`config.mk`:
```
export PLATFORM = sky130hd
export DESIGN_NAME = bounded_array_list
export DESIGN_NICKNAME = d
export VERILOG_FILES = /design/src/bal_pkg.sv /design/src/bounded_array_list.sv /design/src/bal_datapath.sv /design/src/bal_ctrl.sv
export SDC_FILE = /design/constraint.sdc
export NUM_CORES = 1
export LEC_CHECK = 0
export BUFFER_PORTS_ARGS = -buffer_cell sky130_fd_sc_hd__buf_2
export CORE_MARGIN = 5
export CORE_UTILIZATION = 35
export DETAILED_ROUTE_END_ITERATION = 8
export PLACE_DENSITY = 0.63
export SETUP_SLACK_MARGIN = 0.2
export SYNTH_ARGS = -nofsm -noshare
export SYNTH_HDL_FRONTEND = slang
export SYNTH_SLANG_ARGS = --single-unit
```
`constraint.sdc`:
```
create_clock -name clk -period 13.1 [get_ports clk]
set_input_delay 0 -clock clk [delete_from_list [all_inputs] [get_ports clk]]
set_output_delay 0 -clock clk [all_outputs]
set_load 0.01 [all_outputs]
```
`src/bal_pkg.sv`:
```
`timescale 1ns / 1ps
`default_nettype none
// ----------------------------------------------------------------------------
// bal_pkg
// Shared constants, codes and controller/datapath interface types for the
// bounded array list.
// ----------------------------------------------------------------------------
package bal_pkg;

    localparam int CAPACITY = 8;
    localparam int IDX_W    = (CAPACITY > 1) ? $clog2(CAPACITY) : 1;
    localparam int CNT_W    = $clog2(CAPACITY + 1);

    // Fixed field widths of the stream items
    localparam int OP_W     = 3;
    localparam int VALUE_W  = 32;
    localparam int POS_W    = 3;
    localparam int STATUS_W = 3;
    localparam int NCOUNT_W = 4;
    localparam int REMOVED_W = 4;
    localparam int IN_DATA_W  = 40;
    localparam int OUT_DATA_W = 48;

    typedef enum logic [OP_W-1:0] {
        OP_INS_FRONT  = 3'd0,
        OP_APPEND     = 3'd1,
        OP_DEL_FRONT  = 3'd2,
        OP_DEL_BACK   = 3'd3,
        OP_DEL_FIRST  = 3'd4,
        OP_DEL_ALL    = 3'd5,
        OP_READ       = 3'd6,
        OP_UNUSED     = 3'd7
    } op_code_t;

    typedef enum logic [STATUS_W-1:0] {
        ST_OK       = 3'd0,
        ST_FULL     = 3'd1,
        ST_EMPTY    = 3'd2,
        ST_NOTFOUND = 3'd3,
        ST_RANGE    = 3'd4
    } status_t;

    // Datapath micro-operations issued by the controller
    typedef enum logic [3:0] {
        UOP_NOP      = 4'd0,
        UOP_START    = 4'd1,
        UOP_DISPATCH = 4'd2,
        UOP_SHIFT_RD = 4'd3,
        UOP_SHIFT_WR = 4'd4,
        UOP_HEAD_WR  = 4'd5,
        UOP_CMP_RD   = 4'd6,
        UOP_CMP_WR   = 4'd7,
        UOP_READ_RD  = 4'd8,
        UOP_READ_CAP = 4'd9
    } uop_t;

    typedef struct packed {
        uop_t uop;
        logic emit;
    } bal_cmd_t;

    typedef struct packed {
        op_code_t op;
        logic     full;
        logic     empty;
        logic     in_range;
        logic     count_zero;
        logic     shift_last;
        logic     cmp_last;
        logic     out_free;
    } bal_stat_t;

endpackage
`default_nettype wire

```
`src/bounded_array_list.sv`:
```
`timescale 1ns / 1ps
`default_nettype none
// ----------------------------------------------------------------------------
// bounded_array_list
// Fixed-capacity ordered list of signed 32-bit values with insert at front,
// append, remove front/back, remove first or all matches, and indexed read.
// ----------------------------------------------------------------------------
//
//  Channel  Dir  Handshake          Payload
//  -------  ---  -----------------  ------------------------------------------
//  s_*      in   s_tvalid/s_tready  op, value, position   (one request item)
//  m_*      out  m_tvalid/m_tready  status, new_count, read_value, removed
//
//  Sequencing: one request at a time. Append, remove back, unused op and
//  any rejected request go from dispatch straight to the result; read
//  reads the store once and captures the entry; insert front shifts every
//  entry up one place before writing the head, and the removals that match
//  or drop the head walk every entry. Each entry moved costs a read and a
//  write on the store. s_tready is high only while the sequencer is idle.
//  Reset clears the count and the output valid; the store keeps no reset.
//  A stalled result holds in the output register; the next request is
//  taken meanwhile and its result waits until the register frees.
//
module bounded_array_list (
    input  wire         clk,
    input  wire         rst_n,
    input  wire         s_tvalid,
    output logic        s_tready,
    // s_tdata: [2:0] op, [34:3] value, [37:35] position, [39:38] zero
    input  wire  [39:0] s_tdata,
    output logic        m_tvalid,
    input  wire         m_tready,
    // m_tdata: [2:0] status, [6:3] new_count, [38:7] read_value,
    //          [42:39] removed, [47:43] zero
    output logic [47:0] m_tdata
);
    import bal_pkg::*;

    bal_cmd_t  cmd;
    bal_stat_t stat;

    // Sequencer: request acceptance, store walks, result hand-off
    bal_ctrl u_ctrl (
        .clk      (clk),
        .rst_n    (rst_n),
        .s_tvalid (s_tvalid),
        .s_tready (s_tready),
        .stat     (stat),
        .cmd      (cmd)
    );

    // Store, count, pointers and the output register
    bal_datapath u_datapath (
        .clk      (clk),
        .rst_n    (rst_n),
        .cmd      (cmd),
        .stat     (stat),
        .s_tdata  (s_tdata),
        .m_tvalid (m_tvalid),
        .m_tready (m_tready),
        .m_tdata  (m_tdata)
    );

endmodule
`default_nettype wire

```
`src/bal_datapath.sv`:
```
`timescale 1ns / 1ps
`default_nettype none
// ----------------------------------------------------------------------------
// bal_datapath
// Entry store, count, walk pointers, working result and output register.
// ----------------------------------------------------------------------------
module bal_datapath (
    input  wire                          clk,
    input  wire                          rst_n,
    input  bal_pkg::bal_cmd_t            cmd,
    output bal_pkg::bal_stat_t           stat,
    input  wire [bal_pkg::IN_DATA_W-1:0] s_tdata,
    output logic                         m_tvalid,
    input  wire                          m_tready,
    output logic [bal_pkg::OUT_DATA_W-1:0] m_tdata
);
    import bal_pkg::*;

    logic [VALUE_W-1:0] mem [CAPACITY];

    op_code_t            op_reg;
    logic [VALUE_W-1:0]  key_reg;
    logic [POS_W-1:0]    pos_reg;
    logic [CNT_W-1:0]    count_reg, count_next;
    logic [IDX_W-1:0]    ri_reg, ri_next;
    logic [CNT_W-1:0]    wi_reg, wi_next;
    logic                found_reg, found_next;
    status_t             status_reg, status_next;
    logic [CNT_W-1:0]    removed_reg, removed_next;
    logic [VALUE_W-1:0]  rd_value_reg, rd_value_next;
    logic [VALUE_W-1:0]  rdata_reg;

    logic                out_valid_reg, out_valid_next;
    status_t             out_status_reg;
    logic [NCOUNT_W-1:0] out_count_reg;
    logic [VALUE_W-1:0]  out_value_reg;
    logic [REMOVED_W-1:0] out_removed_reg;

    logic                we, re;
    logic [IDX_W-1:0]    waddr, raddr;
    logic [VALUE_W-1:0]  wdata;
    logic                full, empty, in_range, drop;
    logic [CNT_W-1:0]    count_m1;

    assign count_m1 = count_reg - CNT_W'(1);
    assign full     = (count_reg == CNT_W'(CAPACITY));
    assign empty    = (count_reg == '0);
    assign in_range = (32'(pos_reg) < 32'(count_reg));

    assign drop = ((op_reg == OP_DEL_FRONT) && (ri_reg == '0))
               || ((op_reg == OP_DEL_FIRST) && (rdata_reg == key_reg) && !found_reg)
               || ((op_reg == OP_DEL_ALL) && (rdata_reg == key_reg));

    always_comb
    begin
        stat.op         = op_reg;
        stat.full       = full;
        stat.empty      = empty;
        stat.in_range   = in_range;
        stat.count_zero = empty;
        stat.shift_last = (ri_reg == '0);
        stat.cmp_last   = (CNT_W'(ri_reg) == count_m1);
        stat.out_free   = !out_valid_reg || m_tready;
    end

    always_comb
    begin
        count_next    = count_reg;
        ri_next       = ri_reg;
        wi_next       = wi_reg;
        found_next    = found_reg;
        status_next   = status_reg;
        removed_next  = removed_reg;
        rd_value_next = rd_value_reg;
        we    = 1'b0;
        re    = 1'b0;
        waddr = '0;
        raddr = '0;
        wdata = key_reg;
        unique case (cmd.uop)
            UOP_NOP:
            begin
            end
            UOP_START:
            begin
                status_next   = ST_OK;
                removed_next  = '0;
                rd_value_next = '0;
                found_next    = 1'b0;
                wi_next       = '0;
                ri_next       = '0;
            end
            UOP_DISPATCH:
            begin
                unique case (op_reg)
                    OP_INS_FRONT:
                    begin
                        if (full)
                            status_next = ST_FULL;
                        else
                            ri_next = IDX_W'(count_m1);
                    end
                    OP_APPEND:
                    begin
                        if (full)
                            status_next = ST_FULL;
                        else
                        begin
                            we         = 1'b1;
                            waddr      = count_reg[IDX_W-1:0];
                            count_next = count_reg + CNT_W'(1);
                        end
                    end
                    OP_DEL_BACK:
                    begin
                        if (empty)
                            status_next = ST_EMPTY;
                        else
                        begin
                            count_next   = count_m1;
                            removed_next = CNT_W'(1);
                        end
                    end
                    OP_DEL_FRONT, OP_DEL_FIRST, OP_DEL_ALL:
                    begin
                        if (empty)
                            status_next = ST_EMPTY;
                    end
                    OP_READ:
                    begin
                        if (!in_range)
                            status_next = ST_RANGE;
                    end
                    OP_UNUSED:
                    begin
                    end
                    default:
                    begin
                    end
                endcase
            end
            UOP_SHIFT_RD:
            begin
                re    = 1'b1;
                raddr = ri_reg;
            end
            UOP_SHIFT_WR:
            begin
                we    = 1'b1;
                waddr = ri_reg + IDX_W'(1);
                wdata = rdata_reg;
                if (ri_reg != '0)
                    ri_next = ri_reg - IDX_W'(1);
            end
            UOP_HEAD_WR:
            begin
                we         = 1'b1;
                waddr      = '0;
                count_next = count_reg + CNT_W'(1);
            end
            UOP_CMP_RD:
            begin
                re    = 1'b1;
                raddr = ri_reg;
            end
            UOP_CMP_WR:
            begin
                if (drop)
                    found_next = 1'b1;
                else
                begin
                    we      = 1'b1;
                    waddr   = wi_reg[IDX_W-1:0];
                    wdata   = rdata_reg;
                    wi_next = wi_reg + CNT_W'(1);
                end
                // Last entry: commit the compacted count
                if (CNT_W'(ri_reg) == count_m1)
                begin
                    count_next   = wi_next;
                    removed_next = count_reg - wi_next;
                    if (count_reg == wi_next)
                        status_next = ST_NOTFOUND;
                end
                else
                    ri_next = ri_reg + IDX_W'(1);
            end
            UOP_READ_RD:
            begin
                re    = 1'b1;
                raddr = IDX_W'(pos_reg);
            end
            UOP_READ_CAP:
            begin
                rd_value_next = rdata_reg;
            end
            default:
            begin
            end
        endcase
    end

    always_ff @(posedge clk)
    begin
        if (we)
            mem[waddr] <= wdata;
        if (re)
            rdata_reg <= mem[raddr];
    end

    // Request and working registers
    always_ff @(posedge clk or negedge rst_n)
    begin
        if (!rst_n)
        begin
            count_reg  <= '0;
            status_reg <= ST_OK;
            op_reg     <= OP_UNUSED;
        end
        else
        begin
            count_reg  <= count_next;
            status_reg <= status_next;
            if (cmd.uop == UOP_START)
                op_reg <= op_code_t'(s_tdata[OP_W-1:0]);
        end
    end

    always_ff @(posedge clk)
    begin
        ri_reg       <= ri_next;
        wi_reg       <= wi_next;
        found_reg    <= found_next;
        removed_reg  <= removed_next;
        rd_value_reg <= rd_value_next;
        if (cmd.uop == UOP_START)
        begin
            key_reg <= s_tdata[OP_W +: VALUE_W];
            pos_reg <= s_tdata[OP_W + VALUE_W +: POS_W];
        end
    end

    // Output register
    assign out_valid_next = cmd.emit ? 1'b1 : (m_tready ? 1'b0 : out_valid_reg);

    always_ff @(posedge clk or negedge rst_n)
    begin
        if (!rst_n)
            out_valid_reg <= 1'b0;
        else
            out_valid_reg <= out_valid_next;
    end

    always_ff @(posedge clk)
    begin
        if (cmd.emit)
        begin
            out_status_reg  <= status_reg;
            out_count_reg   <= NCOUNT_W'(count_reg);
            out_value_reg   <= rd_value_reg;
            out_removed_reg <= REMOVED_W'(removed_reg);
        end
    end

    assign m_tvalid = out_valid_reg;
    assign m_tdata  = {5'b0, out_removed_reg, out_value_reg, out_count_reg, out_status_reg};

    a_count_bound: assert property (@(posedge clk) disable iff (!rst_n)
        32'(count_reg) <= CAPACITY)
        else $error("count above capacity");

    a_full_count: assert property (@(posedge clk) disable iff (!rst_n)
        cmd.emit && (status_reg == ST_FULL) |-> full)
        else $error("full status with room left");

    a_empty_count: assert property (@(posedge clk) disable iff (!rst_n)
        cmd.emit && (status_reg == ST_EMPTY) |-> empty)
        else $error("empty status with entries present");

    a_read_zero: assert property (@(posedge clk) disable iff (!rst_n)
        cmd.emit && (status_reg != ST_OK) |-> (rd_value_reg == '0) && !we)
        else $error("failed operation carries read data or writes");

endmodule
`default_nettype wire

```
`src/bal_ctrl.sv`:
```
`timescale 1ns / 1ps
`default_nettype none
// ----------------------------------------------------------------------------
// bal_ctrl
// Sequencer: accepts a request, walks the store and hands off the result.
// ----------------------------------------------------------------------------
module bal_ctrl (
    input  wire                clk,
    input  wire                rst_n,
    input  wire                s_tvalid,
    output logic               s_tready,
    input  bal_pkg::bal_stat_t stat,
    output bal_pkg::bal_cmd_t  cmd
);
    import bal_pkg::*;

    typedef enum logic [9:0] {
        S_IDLE     = 10'b00_0000_0001,
        S_DISPATCH = 10'b00_0000_0010,
        S_SHIFT_RD = 10'b00_0000_0100,
        S_SHIFT_WR = 10'b00_0000_1000,
        S_HEAD_WR  = 10'b00_0001_0000,
        S_CMP_RD   = 10'b00_0010_0000,
        S_CMP_WR   = 10'b00_0100_0000,
        S_READ_RD  = 10'b00_1000_0000,
        S_READ_CAP = 10'b01_0000_0000,
        S_FINISH   = 10'b10_0000_0000
    } state_t;

    state_t state_reg, state_next;

    assign s_tready = (state_reg == S_IDLE);

    always_comb
    begin
        state_next = state_reg;
        cmd.uop    = UOP_NOP;
        cmd.emit   = 1'b0;
        unique case (state_reg)
            S_IDLE:
            begin
                if (s_tvalid)
                begin
                    cmd.uop    = UOP_START;
                    state_next = S_DISPATCH;
                end
            end
            S_DISPATCH:
            begin
                cmd.uop    = UOP_DISPATCH;
                state_next = S_FINISH;
                unique case (stat.op)
                    OP_INS_FRONT:
                        if (!stat.full)
                            state_next = stat.count_zero ? S_HEAD_WR : S_SHIFT_RD;
                    OP_DEL_FRONT, OP_DEL_FIRST, OP_DEL_ALL:
                        if (!stat.empty)
                            state_next = S_CMP_RD;
                    OP_READ:
                        if (stat.in_range)
                            state_next = S_READ_RD;
                    OP_APPEND, OP_DEL_BACK, OP_UNUSED:
                        state_next = S_FINISH;
                    default:
                        state_next = S_FINISH;
                endcase
            end
            S_SHIFT_RD:
            begin
                cmd.uop    = UOP_SHIFT_RD;
                state_next = S_SHIFT_WR;
            end
            S_SHIFT_WR:
            begin
                cmd.uop    = UOP_SHIFT_WR;
                state_next = stat.shift_last ? S_HEAD_WR : S_SHIFT_RD;
            end
            S_HEAD_WR:
            begin
                cmd.uop    = UOP_HEAD_WR;
                state_next = S_FINISH;
            end
            S_CMP_RD:
            begin
                cmd.uop    = UOP_CMP_RD;
                state_next = S_CMP_WR;
            end
            S_CMP_WR:
            begin
                cmd.uop    = UOP_CMP_WR;
                state_next = stat.cmp_last ? S_FINISH : S_CMP_RD;
            end
            S_READ_RD:
            begin
                cmd.uop    = UOP_READ_RD;
                state_next = S_READ_CAP;
            end
            S_READ_CAP:
            begin
                cmd.uop    = UOP_READ_CAP;
                state_next = S_FINISH;
            end
            S_FINISH:
            begin
                // hold until the output register can take the result
                if (stat.out_free)
                begin
                    cmd.emit   = 1'b1;
                    state_next = S_IDLE;
                end
            end
            default:
                state_next = S_IDLE;
        endcase
    end

    always_ff @(posedge clk or negedge rst_n)
    begin
        if (!rst_n)
            state_reg <= S_IDLE;
        else
            state_reg <= state_next;
    end

    a_onehot: assert property (@(posedge clk) disable iff (!rst_n)
        $onehot(state_reg))
        else $error("state register not one-hot");

    a_emit_idle: assert property (@(posedge clk) disable iff (!rst_n)
        cmd.emit |=> (state_reg == S_IDLE))
        else $error("result handed off without returning to idle");

    a_accept_dispatch: assert property (@(posedge clk) disable iff (!rst_n)
        s_tvalid && s_tready |=> (state_reg == S_DISPATCH))
        else $error("accepted item not dispatched");

endmodule
`default_nettype wire

```
==> reports/qor.yml <==
floorplanning:
  start_util: 0.3539
  rows: 82
  io_pins: 94
  die_area_um2: 55330
  die_x_um: 235.2
  core_region_area_um2: 50170
  die_y_um: 235.2
timing:
  hold_viol: 0
  drv_slew: 0
  worst_slack_ps: 8954
  setup_viol_count_final: 0
  rsz0062_at_grt: "false"
  skew_ps: 13.51
  clock.fmax_mhz: 241.2
  period_share: 0.3165
  min_period_ps: 4146
  relSlewSlack: 0.3571
  worstMarginPinSlew_ps: 956.2
  fin_setup_tns_ps: 0
clocking:
  root_buffer: "clkbuf_16"
  htree_levels: 2
  ctsResizeCount: 0
  clock_latency_ps: 560
  clock_path_buffers: 3
  cts_sinks: 431
  cts_made_buffers: 43
  cts_tree: "built"
  clk_pin_slew_ps: 60
outcome:
  status: "complete, no violations"
power:
  vdd.ir_drop.worst_uv: 105.3
  finalPower_uw: 3681
  p_leak_uw: 0.007347
  pwr_density_cell_nw_per_um2: 176.9
setup_path:
  max_stage_delay_ps: 580
  r2r-end: "u_datapath.mem[0][21]"
  worstSetupPathType: "reg -> reg"
  cp-end-kind: "flip-flop"
  r2r_cells: 10
  critPathLaunchType: "flip-flop"
  crit_buf_inv: 1
  required_ps: 13290
  timing.critical_path.slowest_stage_cell: "nor4_2"
  worstPathMaxFanout: 32
  crit_chain: "xnor2_1 > nand4_1 > nor4_2 > and2_4 > a21oi_2 > and2_1 > a221o_1 > or3b_1 > nor2_4 > buf_4"
  path_delay_family: "simple AND/OR/NAND/NOR gates"
  regToRegSetupSlack_ps: 8950
  r2r_start: "u_datapath.rdata_reg[11]"
  arrival_ps: 4340
yosys:
  synth_compound_area_frac: 0.06730
  synthSimpleGateAreaFrac: 0.1306
  syn_inst: 1294
  synth_mux_area_frac: 0.02156
  synth-async-reset-ratio: 0.04872
  synth_top_area_frac: 0.6934
  ys_types: 72
  synth_top_family_by_area: "simple AND/OR/NAND/NOR gates"
  synth_area_leaders: "edfxtp_1 (69%), nand2_1 (6.0%), dfrtp_1 (2.4%)"
  synthXorXnorAreaFrac: 0.02544
  ys.warnings.count: 0
  ys.flop_type: "edfxtp_1"
  seq_area_frac_synth: 0.7233
  synth.largest_area_cell: "edfxtp_1"
  avgSynthCellArea_um2: 13.72
  ys_seq_elements: 431
  syn-cell-area_um2: 17750
  synthAdderAreaFrac: 0.009020
  synth_edf_count: 410
placement:
  io_buffer_count: 86
  hpwl_um: 22260
  post-place-ws_ps: 8879
  globalplace.congestion: 0.8475
worst_hold_path:
  whs_path_depth: 2
  hold_end: "u_datapath.pos_reg[0]"
  hold_path_class: "in -> reg"
  min_from: "s_tdata[35]"
finish:
  fin_nets: 1477
  seq_area_um2: 12840
  max_flop_register: "u_datapath.mem"
  multiInputGateArea_um2: 4642
  largest_register_ffs: 256
  final_layout_size_suffix_gt1_frac: 0.1690
  layout_commonest_cell: "edfxtp_1"
  syn_to_final_growth_pct: 17.23
  mostFrequentLayoutCells: "edfxtp_1 (410), nand2_1 (283), buf_2 (86), o21ai_0 (63), and2_1 (48)"
  fill_cells: 4519
routing:
  dr_total_vias: 10540
  ant_nets: 0
  drt_iter0_markers: 919
  viasPerCell: 4.950
  drc: 0
  detail_route.wl_per_cell_um: 18.68
  drt-pass1-iter-count: 5
  wl_um: 39760
flow_run:
  cap_violations: 0
grt:
  grt_pass1_vias: 10320
  antenna_found_initial: 5
  grt_max_degree: 71
  grt_pass1_wl_um: 61470
  grtUsageTotal: 0.1403
  grt_overflow: 0
through the flow:
| stage | instance area (um^2) | hold WS, ps | std cells | utilization |
|---|---|---|---|---|
| 2_1_floorplan | 17770 | -295.6 | 1298 | - |
| 3_3_place_gp | 18960 | -15.43 | 2005 | 0.3780 |
| 3_5_place_dp | 18960 | -3.354 | 2005 | 0.3780 |
| 4_1_cts | 20810 | 121.9 | 2128 | 0.4148 |
| 5_1_grt | 20810 | 139.1 | 2128 | 0.4148 |
| 6_report | 20810 | 150.2 | 2129 | 0.4149 |
synthesized netlist by cell type, types with 3 or more instances:
| cell type | number |
|---|---|
| a21oi_1 | 14 |
| xnor2_1 | 44 |
| buf_2 | 34 |
| clkbuf_1 | 25 |
| and2_1 | 48 |
| nand4b_1 | 3 |
| inv_1 | 13 |
| and2_0 | 21 |
| mux2_2 | 34 |
| a22oi_1 | 3 |
| a211oi_1 | 34 |
| buf_4 | 5 |
| o21ai_0 | 63 |
| nor3b_1 | 3 |
| nor3_1 | 7 |
| dfstp_2 | 4 |
| nor2_1 | 34 |
| buf_1 | 5 |
| nand3b_1 | 3 |
| o22ai_1 | 4 |
| ha_1 | 11 |
| nand2_1 | 283 |
| nand4_1 | 8 |
| nand2b_1 | 8 |
| edfxtp_1 | 410 |
| nor4_1 | 3 |
| a31oi_1 | 33 |
| dfrtp_1 | 17 |
| nor2b_1 | 7 |
| nand3_1 | 36 |
| o21ai_1 | 17 |
| and4b_1 | 3 |
| xor2_1 | 5 |
worst register-to-register path: cells and delay by family (launching register included):
kind / cells / cell delay (ps)
AOI/OAI and AO/OA: 2 / 490
xor gates and xnor gates: 1 / 340
buffers and inverters: 1 / 500
DFF: 1 / 420
and+or+nand+nor: 6 / 2000
cell type report:
| class | count | share of cell area |
|---|---|---|
| Clock buffer | 50 | 0.05296 |
| Multi-Input combinational cell | 781 | 0.2230 |
| Sequential cell | 431 | 0.6170 |
| Timing Repair Buffer | 150 | 0.04905 |
| Antenna cell | 1 | 0.0001202 |
| Clock inverter | 29 | 0.01467 |
| Tap cell | 672 | 0.04040 |
| Inverter | 15 | 0.002765 |
per-layer routing:
layer | part of all wire | up-vias | global-route usage
li1 | - | 4967 | -
met1 | 0.43 | 5196 | 0.1848
met2 | 0.48 | 295 | 0.2360
met3 | 0.056 | 72 | 0.02858
met4 | 0.026 | 8 | 0.04258
met5 | 0.0014 | - | 0
logic make-up after synthesis:
group                    count (synthesis)
AND/OR/NAND/NOR                        488
AO/OA/AOI/OAI                          191
flip-flops                             431
adder cells (fa/ha/maj)                 13
multiplexers                            34
buffers and inverters                   86
XOR/XNOR                                50
other                                    1
worst max path at each step:
stage	start	end	slack [ps]	cells after the start
6_report	u_datapath.rdata_reg[11]	u_datapath.mem[0][21]	8950	10
2_1_floorplan	u_ctrl.state_reg[4]	u_datapath.rd_value_reg[0]	8740	7
5_1_grt	u_datapath.rdata_reg[11]	u_datapath.mem[1][13]	8850	10
3_3_place_gp	u_datapath.rdata_reg[11]	u_datapath.mem[1][22]	8950	10
4_1_cts	u_datapath.rdata_reg[11]	u_datapath.mem[0][26]	8850	10
3_5_place_dp	u_datapath.rdata_reg[11]	u_datapath.mem[0][23]	8880	10
power by group:
part | internal, uW | switching (uW) | total (uW)
combinational | 225 | 377 | 602
clock | 709 | 518 | 1230
sequential | 1740 | 109 | 1850
total | 2680 | 1000 | 3680
what timing repair did:
action,in CTS,in global routing
endpoints found under the hold margin,63,0
hold buffers,44,0
setup buffers,0,0
Note: power is estimated with default switching activity, not from simulation.
